[src/mcc_pkg.sv]
// ----------------------------------------------------------------------------
// mcc_pkg: shared types and CRC fold functions
// Payload structs, configuration register indexes and the byte-wise CRC
// update functions for the multi-mode CRC engine.
// ----------------------------------------------------------------------------
package mcc_pkg;

  localparam int CFG_IDX_W = 4;
  localparam int CFG_DATA_W = 32;
  localparam int MODE_W = 3;
  localparam int CRC_W = 32;
  localparam int CRC16_W = 16;

  // register indexes
  localparam logic [CFG_IDX_W-1:0] REG_MODE = 4'd0;
  localparam logic [CFG_IDX_W-1:0] REG_INIT = 4'd1;

  // mode codes
  localparam logic [MODE_W-1:0] MODE_CRC32 = 3'd0;
  localparam logic [MODE_W-1:0] MODE_CCITT = 3'd1;
  localparam logic [MODE_W-1:0] MODE_R8408 = 3'd2;
  localparam logic [MODE_W-1:0] MODE_MODBUS = 3'd3;
  localparam logic [MODE_W-1:0] MODE_M8005 = 3'd4;

  localparam logic [CRC_W-1:0] POLY32_REFL = 32'hEDB8_8320;
  localparam logic [CRC16_W-1:0] POLY_CCITT = 16'h1021;
  localparam logic [CRC16_W-1:0] POLY_8408 = 16'h8408;
  localparam logic [CRC16_W-1:0] POLY_MODBUS = 16'hA001;
  localparam logic [CRC16_W-1:0] POLY_8005 = 16'h8005;

  typedef struct packed {
    logic [7:0] data_byte;
    logic       start_req;
    logic       last;
  } in_item_t;

  typedef struct packed {
    logic [31:0] crc_value;
    logic        final_res;
  } out_item_t;

  typedef struct packed {
    logic [MODE_W-1:0] mode;
    logic [CRC_W-1:0]  init_value;
  } cfg_t;

  function automatic logic [CRC_W-1:0] fold_refl32(input logic [CRC_W-1:0] c_in,
                                                  input logic [7:0] b);
    logic [CRC_W-1:0] c;
    c = c_in ^ {24'd0, b};
    for (int k = 0; k < 8; k++) begin
      c = (c >> 1) ^ (c[0] ? POLY32_REFL : '0);
    end
    return c;
  endfunction

  function automatic logic [CRC16_W-1:0] fold_refl16(input logic [CRC16_W-1:0] c_in,
                                                    input logic [7:0] b,
                                                    input logic [CRC16_W-1:0] poly);
    logic [CRC16_W-1:0] c;
    c = c_in ^ {8'd0, b};
    for (int k = 0; k < 8; k++) begin
      c = (c >> 1) ^ (c[0] ? poly : '0);
    end
    return c;
  endfunction

  function automatic logic [CRC16_W-1:0] fold_msb16(input logic [CRC16_W-1:0] c_in,
                                                   input logic [7:0] b,
                                                   input logic [CRC16_W-1:0] poly);
    logic [CRC16_W-1:0] c;
    c = c_in ^ {b, 8'd0};
    for (int k = 0; k < 8; k++) begin
      c = c[CRC16_W-1] ? ((c << 1) ^ poly) : (c << 1);
    end
    return c;
  endfunction

endpackage

[src/mcc_cfg.sv]
// ----------------------------------------------------------------------------
// mcc_cfg: configuration registers
// Holds the mode and init value, written through the cfg write channel.
// ----------------------------------------------------------------------------
module mcc_cfg (
  input  logic                           clk,
  input  logic                           rst_n,
  input  logic                           cfg_valid,
  output logic                           cfg_ready,
  input  logic [mcc_pkg::CFG_IDX_W-1:0]  cfg_index,
  input  logic [mcc_pkg::CFG_DATA_W-1:0] cfg_wdata,
  output mcc_pkg::cfg_t                  cfg_o
);
  import mcc_pkg::*;

  logic [MODE_W-1:0] mode_r, mode_nxt;
  logic [CRC_W-1:0]  init_r, init_nxt;

  assign cfg_ready = 1'b1;

  always_comb begin
    mode_nxt = mode_r;
    init_nxt = init_r;
    if (cfg_valid) begin
      // indexes beyond the register list are dropped
      if (cfg_index == REG_MODE) begin
        mode_nxt = cfg_wdata[MODE_W-1:0];
      end else if (cfg_index == REG_INIT) begin
        init_nxt = cfg_wdata[CRC_W-1:0];
      end
    end
  end

  always_ff @(posedge clk) begin
    if (!rst_n) begin
      mode_r <= '0;
      init_r <= '0;
    end else begin
      mode_r <= mode_nxt;
      init_r <= init_nxt;
    end
  end

  assign cfg_o.mode = mode_r;
  assign cfg_o.init_value = init_r;

endmodule

[src/mcc_fold.sv]
// ----------------------------------------------------------------------------
// mcc_fold: byte-wise CRC update
// Folds one byte into the running CRC for the selected mode and forms the
// reported value.
// ----------------------------------------------------------------------------
module mcc_fold (
  input  mcc_pkg::cfg_t              cfg_i,
  input  logic [mcc_pkg::CRC_W-1:0]  crc_i,
  input  mcc_pkg::in_item_t          item_i,
  output logic [mcc_pkg::CRC_W-1:0]  crc_o,
  output mcc_pkg::out_item_t         res_o
);
  import mcc_pkg::*;

  logic [CRC_W-1:0]   base;
  logic [CRC_W-1:0]   c32;
  logic [CRC16_W-1:0] c16;

  // reload from init before folding when the byte opens a message
  assign base = item_i.start_req ? cfg_i.init_value : crc_i;

  always_comb begin
    c32 = '0;
    c16 = '0;
    crc_o = base;
    res_o.crc_value = '0;
    res_o.final_res = item_i.last;
    unique case (cfg_i.mode)
      MODE_CRC32: begin
        c32 = fold_refl32(base, item_i.data_byte);
        crc_o = c32;
        res_o.crc_value = ~c32;
      end
      MODE_CCITT: begin
        c16 = fold_msb16(base[CRC16_W-1:0], item_i.data_byte, POLY_CCITT);
      end
      MODE_R8408: begin
        c16 = fold_refl16(base[CRC16_W-1:0], item_i.data_byte, POLY_8408);
      end
      MODE_MODBUS: begin
        c16 = fold_refl16(base[CRC16_W-1:0], item_i.data_byte, POLY_MODBUS);
      end
      MODE_M8005: begin
        c16 = fold_msb16(base[CRC16_W-1:0], item_i.data_byte, POLY_8005);
      end
      default: begin
        // unused mode: hold the (possibly reloaded) register, report zero
      end
    endcase
    if (cfg_i.mode != MODE_CRC32 && cfg_i.mode <= MODE_M8005) begin
      crc_o = {16'd0, c16};
      res_o.crc_value = {16'd0, c16};
    end
  end

endmodule

[src/multi_mode_crc_engine.sv]
// ----------------------------------------------------------------------------
// multi_mode_crc_engine: five-mode byte-serial CRC engine
// Path: an accepted byte is registered in the input stage, then folded into
// the result register, where out_valid rises.
// Throughput: one byte per cycle while out_ready does not stall the result
// register, set by the combinational byte fold into the running CRC register.
// Reset: synchronous rst_n clears both pipeline valids, the CRC register
// and the configuration (mode 0, init value 0); no clearing pass.
// ----------------------------------------------------------------------------
module multi_mode_crc_engine (
  input  logic                           clk,
  input  logic                           rst_n,
  input  logic                           in_valid,
  output logic                           in_ready,
  input  mcc_pkg::in_item_t              in_data,
  output logic                           out_valid,
  input  logic                           out_ready,
  output mcc_pkg::out_item_t             out_data,
  input  logic                           cfg_valid,
  output logic                           cfg_ready,
  input  logic [mcc_pkg::CFG_IDX_W-1:0]  cfg_index,
  input  logic [mcc_pkg::CFG_DATA_W-1:0] cfg_wdata
);
  import mcc_pkg::*;

  cfg_t       cfg;
  in_item_t   s1_item_r;
  logic       s1_valid_r, s1_valid_nxt;
  logic       out_valid_r, out_valid_nxt;
  out_item_t  out_item_r;
  logic [CRC_W-1:0] crc_reg_r, crc_reg_nxt;
  logic [CRC_W-1:0] fold_crc;
  out_item_t  fold_res;
  logic       s1_adv;
  logic       in_acc;

  mcc_cfg u_cfg (
    .clk       (clk),
    .rst_n     (rst_n),
    .cfg_valid (cfg_valid),
    .cfg_ready (cfg_ready),
    .cfg_index (cfg_index),
    .cfg_wdata (cfg_wdata),
    .cfg_o     (cfg)
  );

  mcc_fold u_fold (
    .cfg_i  (cfg),
    .crc_i  (crc_reg_r),
    .item_i (s1_item_r),
    .crc_o  (fold_crc),
    .res_o  (fold_res)
  );

  // advance the input stage whenever the result register is free or draining
  assign s1_adv = s1_valid_r && (!out_valid_r || out_ready);
  assign in_ready = !s1_valid_r || s1_adv;
  assign in_acc = in_valid && in_ready;

  always_comb begin
    s1_valid_nxt = in_acc ? 1'b1 : (s1_adv ? 1'b0 : s1_valid_r);
    out_valid_nxt = s1_adv ? 1'b1 : ((out_valid_r && out_ready) ? 1'b0 : out_valid_r);
    crc_reg_nxt = s1_adv ? fold_crc : crc_reg_r;
  end

  always_ff @(posedge clk) begin
    if (!rst_n) begin
      s1_valid_r  <= 1'b0;
      out_valid_r <= 1'b0;
      crc_reg_r   <= '0;
    end else begin
      s1_valid_r  <= s1_valid_nxt;
      out_valid_r <= out_valid_nxt;
      crc_reg_r   <= crc_reg_nxt;
    end
  end

  always_ff @(posedge clk) begin
    if (in_acc) begin
      s1_item_r <= in_data;
    end
    if (s1_adv) begin
      out_item_r <= fold_res;
    end
  end

  assign out_valid = out_valid_r;
  assign out_data = out_item_r;

`ifndef SYNTHESIS
  // a stalled input stage keeps its transaction
  a_s1_hold: assert property (@(posedge clk) disable iff (!rst_n)
    s1_valid_r && !s1_adv |=> s1_valid_r)
    else $error("input stage dropped a stalled transaction");

  // the running CRC moves only when a byte is folded
  a_crc_stable: assert property (@(posedge clk) disable iff (!rst_n)
    rst_n && !s1_adv |=> $stable(crc_reg_r))
    else $error("crc register changed without a folded byte");

  // 16-bit modes keep the upper half of the register clear
  a_crc16_mask: assert property (@(posedge clk) disable iff (!rst_n)
    rst_n && s1_adv && (cfg.mode == MODE_CCITT || cfg.mode == MODE_R8408 ||
                        cfg.mode == MODE_MODBUS || cfg.mode == MODE_M8005)
    |=> crc_reg_r[CRC_W-1:CRC16_W] == '0)
    else $error("16-bit mode left upper crc bits set");

  // a new result appears only from an advancing input stage
  a_out_src: assert property (@(posedge clk) disable iff (!rst_n)
    $rose(out_valid_r) |-> $past(s1_adv))
    else $error("result valid without a folded transaction");
`endif

endmodule

[config.mk]
export PLATFORM = sky130hd
export DESIGN_NAME = multi_mode_crc_engine
export DESIGN_NICKNAME = d
export VERILOG_FILES = /design/src/mcc_pkg.sv /design/src/mcc_cfg.sv /design/src/mcc_fold.sv /design/src/multi_mode_crc_engine.sv
export SDC_FILE = /design/constraint.sdc
export NUM_CORES = 1
export LEC_CHECK = 0
export BUFFER_PORTS_ARGS = -buffer_cell sky130_fd_sc_hd__buf_2
export CORE_MARGIN = 2
export CORE_UTILIZATION = 55
export CTS_BUF_LIST = sky130_fd_sc_hd__clkbuf_16
export CTS_CLUSTER_DIAMETER = 50
export DETAILED_ROUTE_END_ITERATION = 10
export GPL_TIMING_DRIVEN = 0
export PLACE_DENSITY_LB_ADDON = 0.25
export SETUP_SLACK_MARGIN = 0.1
export SYNTH_ARGS = -nofsm -noshare
export SYNTH_HDL_FRONTEND = slang
export SYNTH_SLANG_ARGS = --single-unit
export TNS_END_PERCENT = 5
[constraint.sdc]
create_clock -name clk -period 3.96 [get_ports clk]
set_clock_uncertainty 0.2 [all_clocks]
set_input_delay 0.792 -clock clk [delete_from_list [all_inputs] [get_ports clk]]
set_output_delay 0.792 -clock clk [all_outputs]
set_load 0.1 [all_outputs]
After elaboration in Yosys (flattened, before gate mapping):

Cells that the tools add are included.

* mux-type cells: 50
* reduce and logical (&&, ||, !) cells: 16
* equal/unequal tests: 5
* order comparisons: 1
* bitwise operators: 46

Operators by type and width (number)
* 2-to-1 mux 16 bit: 26
* 2-to-1 mux 32 bit: 11
* XOR 15 x 16 -> 16 bit: 16
* XOR 31 x 32 -> 32 bit: 8
* 2-to-1 mux 13 bit: 8
* one-hot mux 16 bit (4 select lines): 1
* NOT 3 bit: 16
* NOT 32 bit: 1
* XOR 32 x 8 -> 32 bit: 1
* XOR 16 bit: 1
* XOR 16 x 8 -> 16 bit: 1
* equality test 3 x 2 -> 1 bit (second input constant): 2
* equality test 4 x 1 -> 1 bit (second input constant): 1
* logical AND 1 bit: 4
* zero test 4 bit: 1
* 2-to-1 mux 1 bit: 4
* nonzero test 2 bit: 2
* equality test 3 x 1 -> 1 bit (second input constant): 1
* equality test 3 bit (second input constant): 1
* <= comparator 3 bit (second input constant): 1
* zero test 3 bit: 1
* AND reduction 3 bit: 1
* nonzero test 3 bit: 1
* zero test 1 bit: 2
* other kinds (4): 6

* register bits after elaboration: 112
* input bits: 51
* output and inout bits: 36
* word-level logic and storage cells: 129

Longest topological paths before layout:

* depth in word-level cells: 21
* mapped depth: 11
* gate-level depth less buffers: 8

Cells and area by module:

A second synthesis with hierarchy kept.

* cell total of the unflattened synthesis: 747
* area total of the unflattened synthesis: 7293.2 um^2

By module, submodules not included
* mcc_fold: instances 1, cells each 403, area each 3160.5 um^2, sequential area each 0.0 um^2
* multi_mode_crc_engine: instances 1, cells each 191, area each 2687.6 um^2, sequential area each 1971.9 um^2
* mcc_cfg: instances 1, cells each 153, area each 1445.1 um^2, sequential area each 700.7 um^2

Worst setup path after synthesis:

No wires, ideal clock.

* path type: register to register
* start point: register out_valid_r, in the netlist out_valid
* end point: register out_item_r, in the netlist out_data[0], enable pin
* arrival time: 2488 ps
* clock period less this slack: 3097 ps
* buffers on the path: 2
* required time: 3350 ps
* stages on the path, launching flop included: 6
* setup slack: 863 ps
* library setup time: 410 ps
* cells stage by stage: dfxtp_1 nor2b_1 nand2b_1 clkbuf_1 inv_1 clkbuf_1

* longest elaborated chain between the ends: 3

RTL lines
* from (decl): RTL line multi_mode_crc_engine.sv:29 `logic out_valid_r, out_valid_nxt;`
* from (signal assigned): RTL line multi_mode_crc_engine.sv:73 `out_valid_r <= out_valid_nxt;`
* zero test 1 bit: RTL line multi_mode_crc_engine.sv:56 `assign s1_adv = s1_valid_r && (!out_valid_r || out_ready);`
* logical OR 1 bit: RTL line multi_mode_crc_engine.sv:56
* logical AND 1 bit: RTL line multi_mode_crc_engine.sv:56
* to (signal assigned): RTL line multi_mode_crc_engine.sv:83 `out_item_r <= fold_res;`
* to (decl): RTL line multi_mode_crc_engine.sv:30 `out_item_t out_item_r;`

Every way passes these cells.
A chain may end at the register's enable or synchronous reset.

==> results.md <==
* Run status: completed
* Fillers at between 1000 and 1500
* R2R depth at 10
* Routed len/inst at about 21 um
* Cell variety after synth at a little over 60
* Seq/Total Area, Yosys at 38.6%
* Root Buffer: clkbuf_16
* Max-slew violations at 0
* Synthesized-area fraction occupied by adder cells at less than 1%
* PostCTS Resize Cnt at 0
* Post-place instance area at around 7600 um2
* Critical path startpoint category: register
* Num rows at 40
* Largest net degree at the start of global routing at 33
* Register area at between 2000 and 3000 um2
* DRT Pass-1 Iters at 5
* R2r setup slk at about 0.28 ns
* Routed wl met2 at ~9 mm
* Reg2reg start: s1_item_r[1]
* Syn Area/Cell at about 9.6 um2
* CTS H-tree lvls at 3
* Drt total wl at ~21 mm
* Post-Route M1 WL at around 9.0 mm
* RSZ-0062 raised after global routing: no
* Post-CTS setup buffer count at 0
* Final Cycle Share at about 93%
* Core area at ~12000 um2
* Setup TNS at 0 ns
* Synth Flop Type: dfxtp_1
* Final Cell Area at 7880 um2
* Crit Path Category: register to register
* LEAKAGE at 2.93 nW
* Relative slew slack at ~33%
* Max Cap Viol at 0
* Post-route setup slack at approximately 0.28 ns
* Largest family of logic cells by synthesized area: XOR/XNOR gates
* Top layer in use: met4
* Post-Place Worst Slack at around 0.35 ns
* Nets@finish at slightly below 900
* # diodes at 0
* Arrival @ worst endpoint at around 3.6 ns
* Synth Register Bits at ~110
* Number of synthesized flops with an enable pin at 43
* Synth Area in Compound Gates at about 16%
* Crit. End Element: register
* Synth async-reset ratio at 0%
* Tmin final at roughly 3.7 ns
* Hold Crit Endpoint: out_data[0]
* Share of the synthesized area in the top cell type at 19.9%
* Worst-path fanout max at 10
* Hpwl dp at ~16 mm
* Final setup vio count at 0
* Worst hold-check path type: register to register
* Leading cell types by total area after synthesis: dfxtp_1 20%, edfxtp_1 19%, xnor2_1 9.6%
* Vias at just under 6000
* I/O Buffers at between 80 and 90
* Die Area at around 14000 um2
* Num CTS Buffers at 9
* Reg clk slew, reported paths at approximately 0.08 ns
* Synth Area in Simple Gates at about an eighth
* Number of I/O pins at 87
* Die Ht at between 100 and 150 um
* CTS max path bufs at 2
* Slew @ Worst Pin at roughly 1 ns
* Pwr/cell area at 492 nW/um2
* Number of antenna violations at the first check in global routing at 0
* Hold_sp: s1_item_r[0]
* Grt total ovfl at 0
* Synthesized Nets at around 780
* Share of cells above drive strength 1 at 19.1%
* Critical Path RT at between 3 and 4 ns
* Yosys top cell by area: dfxtp_1
* Synth Instances at slightly above 700
* WL met3 at roughly 2.4 mm
* Ys Warns at 0
* Total track usage at between 30 and 40%
* Mux share of post-synthesis cell area at 7.01%
* Multi-input gate area at a little over 4000 um2
* Final hold vios at 0
* Vias per cell at about 5.8
* Peak VDD IR at 0.335 mV
* Vias in the first global route at 5390
* Worst-skew pair later-pin latency at ~0.37 ns
* Die X at about 120 um
* Initial DRC count at approximately 670
* Area Overhead vs Synth at 13.9%
* XOR/XNOR Fraction of Synth Area at a little over a fifth
* Final GP Congestion at around 1.1
* ANT nets after route at 0
* CTS Sinks at about 110
* Hold buffers post-CTS at 0
* Worst reg2reg path endpoint: out_data[16]
* Hold depth at 0
* FMAX at about 270 MHz
* # DRC at 0
* Overall power at roughly 3.9 mW
* Global-route wire length before repair at around 32 mm
* CTS tree: yes
* Initial Util at roughly 57%
* Post-synthesis cell area at between 6000 and 7000 um2
-- critical path, cell delays in order (launching register included) --
cell and delay [ns]:
edfxtp_1 0.34, buf_6 0.13, buf_12 0.16, mux2i_1 0.77, xnor2_2 0.23, xnor2_2 0.44, xnor2_2 0.17, xnor2_2 0.18
a22o_1 0.20, a211oi_2 0.46, o21ai_1 0.10
-- report_power, final --
part	leakage, nW	total, mW	switching [mW]	internal [mW]
clock network	0.149	0.947	0.491	0.456
registers	0.969	1.38	0.0481	1.33
logic	1.81	1.55	1.04	0.517
total	2.93	3.88	1.57	2.31
-- cells in the final DEF, fill, tap and decap left out, types with 3 or more instances in the layout --
cell       Yosys  routed
nand2_1      118     118
buf_2          1      85
xnor2_1       76      76
dfxtp_1       69      69
nor2_1        45      45
edfxtp_1      43      43
o21ai_0       40      40
clkbuf_1      35      34
a21boi_0      34      34
xor2_1        30      30
mux2i_1       29      28
xnor2_2       22      22
a21oi_1       19      19
and2_1        16      16
nor2b_1       14      14
nand3_1       11      11
o22ai_1       10      10
clkbuf_16      0       9
mux2i_2        6       7
a22oi_1        7       7
a31oi_1        7       7
inv_1          6       6
a32oi_1        6       6
xnor2_4        5       5
o211ai_1       5       5
buf_1          4       4
mux2_2         4       4
o21ai_1        4       4
inv_6          0       4
mux2i_4        3       3
a21o_1         3       3
a211oi_1       3       3
nor3_1         3       3
a311oi_1       3       3
ha_1           3       3
-- layout make-up --
| cell class | count | area share, % |
|---|---|---|
| multi-input cells | 559 | 51.1 |
| flip-flops and latches | 112 | 33.9 |
| repair buffers | 85 | 5.59 |
| clock buffers | 9 | 2.86 |
| well taps | 168 | 2.67 |
| plain buffers | 44 | 2.57 |
| clock inverters | 7 | 1.00 |
| inverters | 7 | 0.333 |
-- Yosys cell counts (all sizes together), types with 2 or more instances --
cell     count
o21ai       44
nor2b       14
edfxtp      43
nor2        45
a2bb2oi      2
o22ai       10
o221a        2
o21a         2
clkbuf      35
inv          6
mux2i       38
nand3       11
xnor3        2
a211oi       4
a21o         3
a22o         2
and2        16
and3         2
a221oi       2
ha           3
xnor2      103
o211ai       5
a32oi        6
nand2      118
nor3         4
a311oi       3
mux2         4
a31oi        7
xor2        31
dfxtp       69
a22oi        7
a211o        2
a21oi       19
nand2b       2
a21boi      34
buf          9
-- metrics by stage --
stage / util, % / std cells / hold slack [ns]
6_report: 64.8 / 991 / 0.247
5_1_grt: 64.8 / 991 / 0.257
4_1_cts: 64.8 / 991 / 0.250
3_5_place_dp: 62.3 / 975 / 0.235
3_3_place_gp: 62.1 / 974 / 0.202
2_1_floorplan: - / 722 / 0.200
-- layer usage --
layer  vias up  GRT usage (%)
li1       2690              -
met1      2695           45.8
met2       353           47.7
met3        56           9.08
met4         0           13.7
met5         -              0
-- registers in the layout (all words and copies together) (netlist names) --
name          cells
out_valid         1
s1_item_r        10
crc_reg_r        32
u_cfg.mode_r      3
u_cfg.init_r     32
out_data         33
s1_valid_r        1
-- worst max path at each step --
stage	start	end	slack [ns]	cells past startpoint
after floorplan	out_valid	out_data[0]	0.86	5
after global placement	out_ready	crc_reg_r[2]	0.03	7
after global routing	s1_item_r[1]	out_data[16]	0.13	10
final	s1_item_r[1]	out_data[16]	0.28	10
after CTS	s1_item_r[1]	out_data[16]	0.34	9
after detailed placement	s1_item_r[1]	out_data[16]	0.35	9
-- kinds of logic after synthesis --
group | Yosys count
AO/OA/AOI/OAI | 162
XOR/XNOR | 136
adder cells (fa/ha/maj) | 3
buffers and inverters | 51
flip-flops | 112
multiplexers | 42
other | 1
AND/OR/NAND/NOR | 215
No activity file was read; power rests on OpenSTA's default activity.
